`config.mk`:
```
export PLATFORM = sky130hd
export DESIGN_NAME = differential_drive_odometry
export DESIGN_NICKNAME = d
export VERILOG_FILES = /design/src/rtl/core/ddo_pkg.sv /design/src/rtl/core/differential_drive_odometry.sv
export VERILOG_INCLUDE_DIRS = /design/src /design/src/rtl/core
export SDC_FILE = /design/constraint.sdc
export NUM_CORES = 2
export LEC_CHECK = 0
export BUFFER_PORTS_ARGS = -buffer_cell sky130_fd_sc_hd__clkbuf_2
export CAP_MARGIN = 20
export CORE_ASPECT_RATIO = 1.4
export CORE_MARGIN = 3
export CORE_UTILIZATION = 65
export DETAILED_ROUTE_END_ITERATION = 7
export GPL_ROUTABILITY_DRIVEN = 0
export PLACE_DENSITY_LB_ADDON = 0.15
export SLEW_MARGIN = 20
export SYNTH_ARGS = -nofsm -noshare
export SYNTH_HDL_FRONTEND = slang
export SYNTH_SLANG_ARGS = --single-unit
```
`constraint.sdc`:
```
create_clock -name clock -period 13.4 [get_ports clock]
set_input_delay 2.01 -clock clock [delete_from_list [all_inputs] [get_ports clock]]
set_output_delay 2.01 -clock clock [all_outputs]
set_load 0.02 [all_outputs]
```
`src/rtl/core/differential_drive_odometry_defines.svh`:
```
// Assertion macros for the differential drive odometry block.
// Needs nothing else; included by files that carry assertions.
`ifndef DIFFERENTIAL_DRIVE_ODOMETRY_DEFINES_SVH
`define DIFFERENTIAL_DRIVE_ODOMETRY_DEFINES_SVH

// same-cycle implication
`define DDO_ASSERT_NOW(lbl, clk, rst, ante, cons) \
   lbl: assert property (@(posedge clk) disable iff (rst) (ante) |-> (cons)) \
      else $error("ddo check failed");

// next-cycle implication
`define DDO_ASSERT_NEXT(lbl, clk, rst, ante, cons) \
   lbl: assert property (@(posedge clk) disable iff (rst) (ante) |=> (cons)) \
      else $error("ddo check failed");

`endif

```
`src/rtl/core/ddo_pkg.sv`:
```
// Package for the differential drive odometry block: widths, fixed-point
// constants, CORDIC arctangent table and the sequencer microcode ROM. No deps.
`default_nettype none

package ddo_pkg;

   // stream widths
   localparam int REQ_DATA_W = 32;
   localparam int REQ_USER_W = 1;
   localparam int RSP_DATA_W = 88;

   // CORDIC iteration count, clamped to the table length
   localparam int CORDIC_ITERS = 16;
   localparam int ATAN_ENTRIES = 24;
   localparam int ITER_COUNT   = (CORDIC_ITERS > ATAN_ENTRIES) ? ATAN_ENTRIES : CORDIC_ITERS;
   localparam int ITER_W       = $clog2(ATAN_ENTRIES);
   localparam logic [ITER_W-1:0] ITER_LAST = ITER_W'(ITER_COUNT - 1);

   // internal widths
   localparam int PWR_W  = 16;
   localparam int SUM_W  = 17;
   localparam int HDG_W  = 19;
   localparam int ANG_W  = 21;
   localparam int XY_W   = 32;
   localparam int POS_W  = 32;
   localparam int PROD_W = SUM_W + XY_W;
   localparam int ATAN_W = 17;

   // angles in Q.16
   localparam logic signed [ANG_W-1:0] PI_A      = 21'sd205887;
   localparam logic signed [ANG_W-1:0] TWO_PI_A  = 21'sd411775;
   localparam logic signed [ANG_W-1:0] HALF_PI_A = 21'sd102944;
   localparam logic signed [HDG_W-1:0] PI_H      = 19'sd205887;

   // CORDIC start vector, gain compensated, Q.30
   localparam logic signed [XY_W-1:0] CORDIC_K = 32'sd652032874;

   function automatic logic [ATAN_W-1:0] atan_q16(input logic [ITER_W-1:0] idx);
      logic [ATAN_W-1:0] v;
      case (idx)
         5'd0:    v = 17'd51472;
         5'd1:    v = 17'd30386;
         5'd2:    v = 17'd16055;
         5'd3:    v = 17'd8150;
         5'd4:    v = 17'd4091;
         5'd5:    v = 17'd2047;
         5'd6:    v = 17'd1024;
         5'd7:    v = 17'd512;
         5'd8:    v = 17'd256;
         5'd9:    v = 17'd128;
         5'd10:   v = 17'd64;
         5'd11:   v = 17'd32;
         5'd12:   v = 17'd16;
         5'd13:   v = 17'd8;
         5'd14:   v = 17'd4;
         5'd15:   v = 17'd2;
         5'd16:   v = 17'd1;
         default: v = '0;
      endcase
      return v;
   endfunction

   // pose plus scaled displacement, saturated to 32 bits
   function automatic logic signed [POS_W-1:0] sat_add(input logic signed [POS_W-1:0] pos,
                                                        input logic signed [PROD_W-1:0] prod);
      logic signed [POS_W+1:0] s;
      logic signed [POS_W-1:0] r;
      s = (POS_W+2)'(pos) + (POS_W+2)'($signed(prod[PROD_W-1:29]));
      if (s[POS_W+1:POS_W-1] == 3'b000 || s[POS_W+1:POS_W-1] == 3'b111) begin
         r = s[POS_W-1:0];
      end else if (s[POS_W+1]) begin
         r = {1'b1, {(POS_W-1){1'b0}}};
      end else begin
         r = {1'b0, {(POS_W-1){1'b1}}};
      end
      return r;
   endfunction

   // microcode
   localparam int PC_W = 3;

   typedef enum logic [2:0] {
      OP_WAIT  = 3'd0,
      OP_WHEEL = 3'd1,
      OP_ITER  = 3'd2,
      OP_MULX  = 3'd3,
      OP_ADDX  = 3'd4,
      OP_MULY  = 3'd5,
      OP_ADDY  = 3'd6,
      OP_DONE  = 3'd7
   } op_type;

   typedef enum logic [1:0] {
      C_NEXT      = 2'd0,
      C_REQ_IDLE  = 2'd1,
      C_ITER_MORE = 2'd2,
      C_RSP_BUSY  = 2'd3
   } cond_type;

   typedef struct packed {
      op_type          op;
      cond_type        cond;
      logic [PC_W-1:0] target;
   } ctrl_type;

   localparam logic [PC_W-1:0] STEP_WAIT = 3'd0;
   localparam logic [PC_W-1:0] STEP_ITER = 3'd2;
   localparam logic [PC_W-1:0] STEP_DONE = 3'd7;

   // last step falls through to step 0 by pc wrap
   function automatic ctrl_type ucode_rom(input logic [PC_W-1:0] pc);
      ctrl_type w;
      case (pc)
         3'd0:    w = '{op: OP_WAIT,  cond: C_REQ_IDLE,  target: STEP_WAIT};
         3'd1:    w = '{op: OP_WHEEL, cond: C_NEXT,      target: STEP_WAIT};
         3'd2:    w = '{op: OP_ITER,  cond: C_ITER_MORE, target: STEP_ITER};
         3'd3:    w = '{op: OP_MULX,  cond: C_NEXT,      target: STEP_WAIT};
         3'd4:    w = '{op: OP_ADDX,  cond: C_NEXT,      target: STEP_WAIT};
         3'd5:    w = '{op: OP_MULY,  cond: C_NEXT,      target: STEP_WAIT};
         3'd6:    w = '{op: OP_ADDY,  cond: C_NEXT,      target: STEP_WAIT};
         3'd7:    w = '{op: OP_DONE,  cond: C_RSP_BUSY,  target: STEP_DONE};
         default: w = '{op: OP_WAIT,  cond: C_REQ_IDLE,  target: STEP_WAIT};
      endcase
      return w;
   endfunction

endpackage

`default_nettype wire

```
`src/rtl/core/differential_drive_odometry.sv`:
```
// Top level of the differential drive odometry block: microcoded sequencer
// and datapath. Depends on ddo_pkg and differential_drive_odometry_defines.svh.
`default_nettype none
`include "differential_drive_odometry_defines.svh"

// Dead-reckoning odometry for a two-wheel robot. Each request word carries
// the left and right motor powers (Q2.14) and a restart flag; each response
// word carries the new x and y position (Q16.16, saturating) and the new
// heading (Q3.16 radians, wrapped to [-pi, pi]). An item steps the sequencer
// through one accept step, one wheel/heading step, ITER_COUNT CORDIC
// iterations (16 by default) at one per cycle on the single shift-add unit,
// two multiply steps on the one shared 17x32 multiplier, two accumulate
// steps and one result step. The response register loads in the result
// step once it is free.
// The response sits in an output register, so the next request is taken
// while the previous response waits; a response that is still held when the
// next one is ready stalls the sequencer at its last step.
module differential_drive_odometry (
   input  wire logic                            clock,
   input  wire logic                            reset,
   // request stream
   input  wire logic                            req_tvalid,
   output      logic                            req_tready,
   // [15:0] left_power, [31:16] right_power
   input  wire logic [ddo_pkg::REQ_DATA_W-1:0]  req_tdata,
   // [0] restart
   input  wire logic [ddo_pkg::REQ_USER_W-1:0]  req_tuser,
   // response stream
   output      logic                            rsp_tvalid,
   input  wire logic                            rsp_tready,
   // [31:0] x_pos, [63:32] y_pos, [82:64] heading_out, [87:83] zero
   output      logic [ddo_pkg::RSP_DATA_W-1:0]  rsp_tdata
);
   import ddo_pkg::*;

   // sequencer
   logic [PC_W-1:0] pc_ff, pc_in;
   ctrl_type        ctrl;
   logic            req_accept;
   logic            rsp_free;

   // persistent state
   logic signed [PWR_W-1:0] prev_l_ff, prev_l_in;
   logic signed [PWR_W-1:0] prev_r_ff, prev_r_in;
   logic signed [POS_W-1:0] pose_x_ff, pose_x_in;
   logic signed [POS_W-1:0] pose_y_ff, pose_y_in;
   logic signed [HDG_W-1:0] heading_ff, heading_in;

   // per-item work registers
   logic signed [PWR_W-1:0]  lp_ff, lp_in;
   logic signed [PWR_W-1:0]  rp_ff, rp_in;
   logic signed [SUM_W-1:0]  sum_ff, sum_in;
   logic signed [XY_W-1:0]   x_ff, x_in;
   logic signed [XY_W-1:0]   y_ff, y_in;
   logic signed [ANG_W-1:0]  z_ff, z_in;
   logic                     neg_ff, neg_in;
   logic [ITER_W-1:0]        iter_ff, iter_in;
   logic signed [PROD_W-1:0] prod_ff, prod_in;

   // response register
   logic                    rsp_valid_ff, rsp_valid_in;
   logic signed [POS_W-1:0] rsp_x_ff, rsp_x_in;
   logic signed [POS_W-1:0] rsp_y_ff, rsp_y_in;
   logic signed [HDG_W-1:0] rsp_heading_ff, rsp_heading_in;

   // datapath terms
   logic signed [PWR_W+1:0] wheel_l_sum, wheel_r_sum;
   logic signed [PWR_W-1:0] out_l, out_r;
   logic signed [SUM_W-1:0] diff_lr;
   logic signed [ANG_W-1:0] h_raw, h_wrap;
   logic signed [ANG_W-1:0] h_old;
   logic signed [XY_W-1:0]  xs, ys;
   logic [ATAN_W-1:0]       atan_val;
   logic signed [XY_W-1:0]  trig, mul_op;

   assign ctrl       = ucode_rom(pc_ff);
   assign req_tready = (ctrl.op == OP_WAIT);
   assign req_accept = req_tvalid & req_tready;
   assign rsp_free   = !rsp_valid_ff || rsp_tready;

   // wheel output: floor((p + 2*prev) / 4)
   assign wheel_l_sum = (PWR_W+2)'(lp_ff) + (PWR_W+2)'($signed({prev_l_ff, 1'b0}));
   assign wheel_r_sum = (PWR_W+2)'(rp_ff) + (PWR_W+2)'($signed({prev_r_ff, 1'b0}));
   assign out_l       = wheel_l_sum[PWR_W+1:2];
   assign out_r       = wheel_r_sum[PWR_W+1:2];

   // heading gains 4*(right - left), wrapped once by 2*pi
   assign diff_lr = SUM_W'(out_r) - SUM_W'(out_l);
   assign h_old   = ANG_W'(heading_ff);
   assign h_raw   = h_old + ANG_W'($signed({diff_lr, 2'b00}));
   always_comb begin
      if (h_raw > PI_A) begin
         h_wrap = h_raw - TWO_PI_A;
      end else if (h_raw < -PI_A) begin
         h_wrap = h_raw + TWO_PI_A;
      end else begin
         h_wrap = h_raw;
      end
   end

   // CORDIC shift-add unit
   assign xs       = x_ff >>> iter_ff;
   assign ys       = y_ff >>> iter_ff;
   assign atan_val = atan_q16(iter_ff);

   // shared multiplier operand: cos for x, sin for y, sign fixed by pre-rotation
   assign trig   = (ctrl.op == OP_MULY) ? y_ff : x_ff;
   assign mul_op = neg_ff ? -trig : trig;

   always_comb begin
      pc_in          = pc_ff + PC_W'(1);
      prev_l_in      = prev_l_ff;
      prev_r_in      = prev_r_ff;
      pose_x_in      = pose_x_ff;
      pose_y_in      = pose_y_ff;
      heading_in     = heading_ff;
      lp_in          = lp_ff;
      rp_in          = rp_ff;
      sum_in         = sum_ff;
      x_in           = x_ff;
      y_in           = y_ff;
      z_in           = z_ff;
      neg_in         = neg_ff;
      iter_in        = iter_ff;
      prod_in        = prod_ff;
      rsp_valid_in   = rsp_valid_ff && !rsp_tready;
      rsp_x_in       = rsp_x_ff;
      rsp_y_in       = rsp_y_ff;
      rsp_heading_in = rsp_heading_ff;

      case (ctrl.op)
         OP_WAIT: begin
            if (req_accept) begin
               lp_in = req_tdata[15:0];
               rp_in = req_tdata[31:16];
               // restart clears all state, the step then runs from zero
               if (req_tuser[0]) begin
                  prev_l_in  = '0;
                  prev_r_in  = '0;
                  pose_x_in  = '0;
                  pose_y_in  = '0;
                  heading_in = '0;
               end
            end
         end
         OP_WHEEL: begin
            prev_l_in  = out_l;
            prev_r_in  = out_r;
            sum_in     = SUM_W'(out_l) + SUM_W'(out_r);
            heading_in = h_wrap[HDG_W-1:0];
            // CORDIC runs on the heading held before this step
            x_in       = CORDIC_K;
            y_in       = '0;
            iter_in    = '0;
            if (h_old > HALF_PI_A) begin
               z_in   = h_old - PI_A;
               neg_in = 1'b1;
            end else if (h_old < -HALF_PI_A) begin
               z_in   = h_old + PI_A;
               neg_in = 1'b1;
            end else begin
               z_in   = h_old;
               neg_in = 1'b0;
            end
         end
         OP_ITER: begin
            iter_in = iter_ff + ITER_W'(1);
            if (!z_ff[ANG_W-1]) begin
               x_in = x_ff - ys;
               y_in = y_ff + xs;
               z_in = z_ff - ANG_W'(atan_val);
            end else begin
               x_in = x_ff + ys;
               y_in = y_ff - xs;
               z_in = z_ff + ANG_W'(atan_val);
            end
         end
         OP_MULX, OP_MULY: begin
            prod_in = PROD_W'(sum_ff) * PROD_W'(mul_op);
         end
         OP_ADDX: begin
            pose_x_in = sat_add(pose_x_ff, prod_ff);
         end
         OP_ADDY: begin
            pose_y_in = sat_add(pose_y_ff, prod_ff);
         end
         OP_DONE: begin
            if (rsp_free) begin
               rsp_valid_in   = 1'b1;
               rsp_x_in       = pose_x_ff;
               rsp_y_in       = pose_y_ff;
               rsp_heading_in = heading_ff;
            end
         end
         default: begin
         end
      endcase

      // conditional jumps
      case (ctrl.cond)
         C_NEXT: begin
         end
         C_REQ_IDLE: begin
            if (!req_accept) begin
               pc_in = ctrl.target;
            end
         end
         C_ITER_MORE: begin
            if (iter_ff != ITER_LAST) begin
               pc_in = ctrl.target;
            end
         end
         C_RSP_BUSY: begin
            if (!rsp_free) begin
               pc_in = ctrl.target;
            end
         end
         default: begin
         end
      endcase
   end

   // control and model state
   always_ff @(posedge clock) begin
      if (reset) begin
         pc_ff        <= STEP_WAIT;
         rsp_valid_ff <= 1'b0;
         prev_l_ff    <= '0;
         prev_r_ff    <= '0;
         pose_x_ff    <= '0;
         pose_y_ff    <= '0;
         heading_ff   <= '0;
      end else begin
         pc_ff        <= pc_in;
         rsp_valid_ff <= rsp_valid_in;
         prev_l_ff    <= prev_l_in;
         prev_r_ff    <= prev_r_in;
         pose_x_ff    <= pose_x_in;
         pose_y_ff    <= pose_y_in;
         heading_ff   <= heading_in;
      end
   end

   // payload
   always_ff @(posedge clock) begin
      lp_ff          <= lp_in;
      rp_ff          <= rp_in;
      sum_ff         <= sum_in;
      x_ff           <= x_in;
      y_ff           <= y_in;
      z_ff           <= z_in;
      neg_ff         <= neg_in;
      iter_ff        <= iter_in;
      prod_ff        <= prod_in;
      rsp_x_ff       <= rsp_x_in;
      rsp_y_ff       <= rsp_y_in;
      rsp_heading_ff <= rsp_heading_in;
   end

   assign rsp_tvalid = rsp_valid_ff;
   assign rsp_tdata  = {5'b0, rsp_heading_ff, rsp_y_ff, rsp_x_ff};

   // checks
   `DDO_ASSERT_NOW(a_heading_range, clock, reset, rsp_valid_ff, (rsp_heading_ff <= PI_H) && (rsp_heading_ff >= -PI_H))
   `DDO_ASSERT_NOW(a_iter_bound, clock, reset, ctrl.op == OP_ITER, iter_ff <= ITER_LAST)
   `DDO_ASSERT_NEXT(a_accept_starts, clock, reset, req_accept, ctrl.op == OP_WHEEL)
   `DDO_ASSERT_NEXT(a_rsp_loaded, clock, reset, (ctrl.op == OP_DONE) && rsp_free, rsp_valid_ff && (pc_ff == STEP_WAIT))

endmodule

`default_nettype wire
```
# Yosys cells after proc, flatten, opt, wreduce, memory -nomap -nowiden
# Memories as Yosys holds them, arrays and structs flattened. A register that Yosys moved wholly into a read port is not among the register bits.
# Cells that the tools add are included.
[op_classes]
add_sub_neg = 20
n_mul = 1
order_cmp = 4
eq_ne = 15
n_shift = 2
muxes = 37
n_bitwise = 1
n_reduce_logical = 19
[op_table]
columns = ["operator", "count"]
rows = [
  ["$mux W32", 10],
  ["$pmux W32 S2", 4],
  ["$mux W19", 4],
  ["$add A32 B20 Y33", 2],
  ["$add A32 B32 Y32", 2],
  ["$pmux W16 S2", 2],
  ["$sshr A32 B5 Y32", 2],
  ["$sub A32 B32 Y32", 2],
  ["$mux W21", 3],
  ["$mul A17 B32 Y49", 1],
  ["$pmux W21 S2", 1],
  ["$pmux W19 S2", 1],
  ["$add A16 B17 Y18", 2],
  ["$mux W16", 2],
  ["$neg A32 Y32", 1],
  ["$add A21 B17 Y21", 1],
  ["$sub A21 B17 Y21", 1],
  ["$add A19 B19 Y20", 1],
  ["$add A19 B19 Y20 const B", 1],
  ["$gt A20 B19 Y1 const B", 1],
  ["$lt A20 B19 Y1 const B", 1],
  ["$sub A19 B19 Y20 const B", 1],
  ["$add A19 B18 Y19 const B", 1],
  ["$gt A19 B18 Y1 const B", 1],
  ["27 further kinds", 51],
]
[totals]
regBits = 391
rom_bits = 576
in_bits = 37
out_inout_bits = 90
elab_cells = 120
memories = 2
[memory_table]
columns = ["name", "depth", "word_bits", "rd", "rd_ports_with_merged_regs", "write_ports", "line_no", "rtl"]
rows = [
  ["(name not given)", 32, 16, 1, 1, 0, "ddo_pkg.sv:40", "case (idx)"],
  ["(name not given)", 8, 8, 1, 1, 0, "ddo_pkg.sv:113", "case (pc)"],
]

# Logic depth before layout (Yosys ltp)
[logic_depth]
depth_word = 7
mapped_depth = 39
ltp_nobuf = 36

# Worst setup path before layout
# No wires, ideal clock.
[synth_path]
path_type = "reg2reg"
start = "reg ctrl[7] (netlist name)"
end = "reg prod_ff[48] (data pin)"
setup_ns = 0.262
arrival_time_ns = 8.708
t_required_ns = 13.138
path_slack_ns = 4.430
path_stages_with_launch = 36
n_path_buf = 3
period_less_slack_ns = 8.970
path_cell_list = "dfxtp_1 > buf_2 > and3b_1 > buf_2 > mux2_2 > inv_1 > ha_1 > o21ai_0 > nand3b_1 > nor2_1 > o21ai_0 > or3_1 > o21ai_0 > nand2_1 > xnor2_1 > clkbuf_1 > nand2_1 > fa_1 > fa_1 > fa_1 > inv_1 > fa_1 > fa_1 > inv_1 > fa_1 > inv_1 > ha_1 > nand4_1 > nor2_1 > nand2_1 > a21boi_0 > nand2_1 > o311ai_1 > a2111oi_0 > o31ai_1 > xnor2_1"
[synth_between]
elab_chain_len = 5
[synth_lines]
columns = ["item", "line_no", "rtl"]
rows = [
  ["$eq A3 B3 Y1 *", "differential_drive_odometry.sv:107", "assign trig = (ctrl.op == OP_MULY) ? y_ff : x_ff;"],
  ["$mux W32 *", "differential_drive_odometry.sv:107", ""],
  ["$neg A32 Y32", "differential_drive_odometry.sv:108", "assign mul_op = neg_ff ? -trig : trig;"],
  ["$mux W32 *", "differential_drive_odometry.sv:108", ""],
  ["$mul A17 B32 Y49 *", "differential_drive_odometry.sv:179", "prod_in = PROD_W'(sum_ff) * PROD_W'(mul_op);"],
  ["end signal: assignment", "differential_drive_odometry.sv:254", "prod_ff <= prod_in;"],
  ["end: declaration", "differential_drive_odometry.sv:58", "logic signed [PROD_W-1:0] prod_ff, prod_in;"],
]
# Mark *: on every way between the ends. The rest lies on a longest branch, timed or not.
# A chain may end at the register's enable or synchronous reset.

# Final worst setup path
[layout_path]
start = "reg ctrl[6] (netlist name)"
end = "reg prod_ff[48] (data pin)"
[layout_between]
elab_chain_len = 5
[layout_lines]
columns = ["item", "line_no"]
rows = [
  ["$eq A3 B3 Y1 *", "differential_drive_odometry.sv:107"],
  ["$mux W32 *", "differential_drive_odometry.sv:107"],
  ["$neg A32 Y32", "differential_drive_odometry.sv:108"],
  ["$mux W32 *", "differential_drive_odometry.sv:108"],
  ["$mul A17 B32 Y49 *", "differential_drive_odometry.sv:179"],
]
# Marks and branches as above.

==> impl_metrics.csv <==
group,metric,value,unit
route,drtIter0Drc,3197,
layout,final_cell_mix,"inv_1 (663), nand2_1 (593), fa_1 (531)",
die,die_area,78910,um^2
worst_setup_path,crit_path_start_kind,"flop",
worst_setup_path,critPathMaxFanout,35,
layout,final_common_cell,"inv_1",
worst_setup_path,cp.required,13.74,ns
sta,slew_violations,0,
synth,synth_area_per_cell,9.128,um^2
die,fp.dieW,238.3,um
route,wl_per_cell,20.07,um
clock_network,cts-hold-fix-buffers,0,
layout,fillCellCount,5905,
synth,yosys.area_share.simple,15.75,%
clock_network,cts_buffer_depth,3,
die,rows,118,
synth,async_flop_share,0,%
sta,fmax,90.11,MHz
synth,synth_cell_types,100,
layout,drive_above_1_share,7.962,%
clock_network,htreeDepth,2,
global_routing,grt_pass1_wl,206100,um
synth,synth-edff-count,241,
placed_design,portBuffers,119,
synth,yosysWarnings,0,
layout,antenna_cells,0,
global_routing,grt-ovfl-total,0,
synth,synth_area_leaders,"fa_1 (22%), edfxtp_1 (15%), ha_1 (8.9%)",
worst_setup_path,cp_slowest_cell,"and3b_2",
worst_setup_path,crit_top_cell,"fa_1",
synth,synth_top_family_by_area,"adder cells",
sta,final-setup-viol-count,0,
clock_network,postCtsSetupRepairBufs,0,
die,dieHeight,331.2,um
synth,synth.area.mux_share,5.754,%
worst_setup_path,path_buf_inv,5,
synth,syn_area,49100,um^2
die,ios,127,
synth,synth_top_area_cell,"fa_1",
hold_path,whs_path_depth,0,
clock_network,root_buffer,"clkbuf_16",
worst_setup_path,path_class,"reg -> reg",
synth,synthAdderAreaFrac,30.57,%
sta,rsz0062_at_grt,"no",
route,vias,39700,
flow_run,drv_cap,0,
global_routing,first_global_vias,40620,
worst_setup_path,cp_data_arrival_time,11.44,ns
hold_path,worstHoldEndpoint,"rsp_x_ff[24]",
clock_network,worstSkewPairLatency,0.61,ns
worst_setup_path,max_stage_delay,0.90,ns
route,routed_wl,127900,um
clock_network,path_clk_slew,0.06,ns
hold_path,min-delay-path-class,"reg -> reg",
synth,synth_top_cell_area_share,21.65,%
synth,ys_seq_elements,382,
route,drc,0,
layout,final_nets,6297,
sta,totalNegativeSetupSlack,0,ns
worst_setup_path,r2r_start,"ctrl[6]",
worst_setup_path,critPathTopFamily,"adder cells",
worst_setup_path,r2r_end,"prod_ff[48]",
synth,synth_cells,5379,
sta,min_period_over_period,82.82,%
route,via_per_inst,6.229,
route,postRouteAntennaNets,0,
global_routing,grt_start_max_net_pins,84,
global_routing,grt.total_usage,32.61,%
outcome,status,"finished, final reports clean",
clock_network,cts_sinks,382,
synth,synth_ff_type,"edfxtp_1",
worst_setup_path,rr_worst_depth,33,
sta,fin_crit,11.10,ns
synth,synth_compound_area_share,14.17,%
worst_setup_path,r2r_slack,2.30,ns
synth,synthXorXnorAreaFrac,6.083,%
layout,area_delta_synth_final,6.126,%
clock_network,cts_tree,"built",
sta,clock_skew,0.04414,ns
sta,hold_violations,0,
sta,max-slew-margin-rel,22.50,%
die,core,74410,um^2
route,drt-pass1-iter-count,6,
clock_network,cts_buffers,42,
placed_design,dpl.hpwl,94870,um
clock_network,cts_resized,0,
synth,seq_area_frac_synth,20.49,%
sta,worst_slew_pin_slew,1.162,ns
hold_path,worstHoldStart,"pose_x_ff[24]",
worst_setup_path,end_kind,"flop",
global_routing,antenna_found_initial,0,
die,initial_core_util,65.98,%
[cell usage after synthesis, types with 48 or more instances]
library cell	instances
a21o_1	104
a21oi_1	282
and2_1	282
clkbuf_1	195
dfxtp_1	141
edfxtp_1	241
fa_1	531
ha_1	350
inv_1	665
mux2i_1	64
mux4_2	86
nand2_1	594
nand3_1	62
nor2_1	364
nor2b_1	48
nor3_1	94
o21ai_0	218
xnor2_1	206
xor2_1	135
[cell type report]
type	instances	area [um^2]	share of cell area [%]
clock buffer	51	1155	2.216
clock inverter	27	327.8	0.6291
inverter	668	2509	4.815
multi-input combinational	4091	35690	68.50
sequential	382	10060	19.31
tap	960	1201	2.305
timing repair buffer	194	1162	2.231
[state kept, by name, summed over array words and instances (netlist names), 16 cells and up]
register,cells
heading_ff,19
y_ff,32
prev_r_ff,16
x_ff,32
pose_x_ff,32
pose_y_ff,32
prod_ff,20
rsp_heading_ff,19
prev_l_ff,16
atan_val,16
z_ff,21
sum_ff,17
rsp_x_ff,32
rsp_y_ff,32
[kinds of logic (layout without fill, tap and decap cells)]
family	Yosys count	after routing
other	1	5
AOI/OAI and AO/OA	1061	1061
muxes	171	171
and+or+nand+nor	1632	1632
xor gates and xnor gates	341	341
buffers and inverters	910	940
adders and majority gates	881	881
DFF	382	382
[per-layer routing]
metal | track usage [%] | wire length (um) | vias to the layer above | share of wire, %
met5 | 0 | 0 | - | 0
met4 | 18.44 | 8137 | 0 | 6.4
met3 | 3.630 | 7952 | 485 | 6.2
met2 | 58.65 | 64740 | 1575 | 51
met1 | 37.96 | 47060 | 19460 | 37
li1 | - | - | 18180 | -
[worst max path at each step]
| stage | startpoint | endpoint | cells past startpoint |
|---|---|---|---|
| floorplan | ctrl[7] | prod_ff[48] | 35 |
| global placement | ctrl[6] | prod_ff[48] | 33 |
| detailed placement | ctrl[6] | prod_ff[48] | 33 |
| CTS | ctrl[6] | prod_ff[48] | 33 |
| global route | ctrl[6] | prod_ff[48] | 33 |
| finish | ctrl[6] | prod_ff[48] | 33 |
[metrics by stage]
| step | cells | util, % | hold slack [ns] | area, um^2 | worst slack (ns) |
|---|---|---|---|---|---|
| 6_report | 6373 | 70.02 | 0.4496 | 52110 | 2.303 |
| 2_1_floorplan | 5383 | - | 0.4315 | 49110 | 4.430 |
| 4_1_cts | 6373 | 69.99 | 0.4460 | 52080 | 2.296 |
| 3_5_place_dp | 6295 | 68.00 | 0.4548 | 50600 | 2.296 |
| 5_1_grt | 6373 | 70.02 | 0.4597 | 52110 | 1.551 |
| 3_3_place_gp | 6295 | 67.99 | 0.4517 | 50590 | 2.349 |
Power is left out: the tool's default activity adds up to more than one toggle a clock period on the data nets, which glitch-free logic cannot reach.
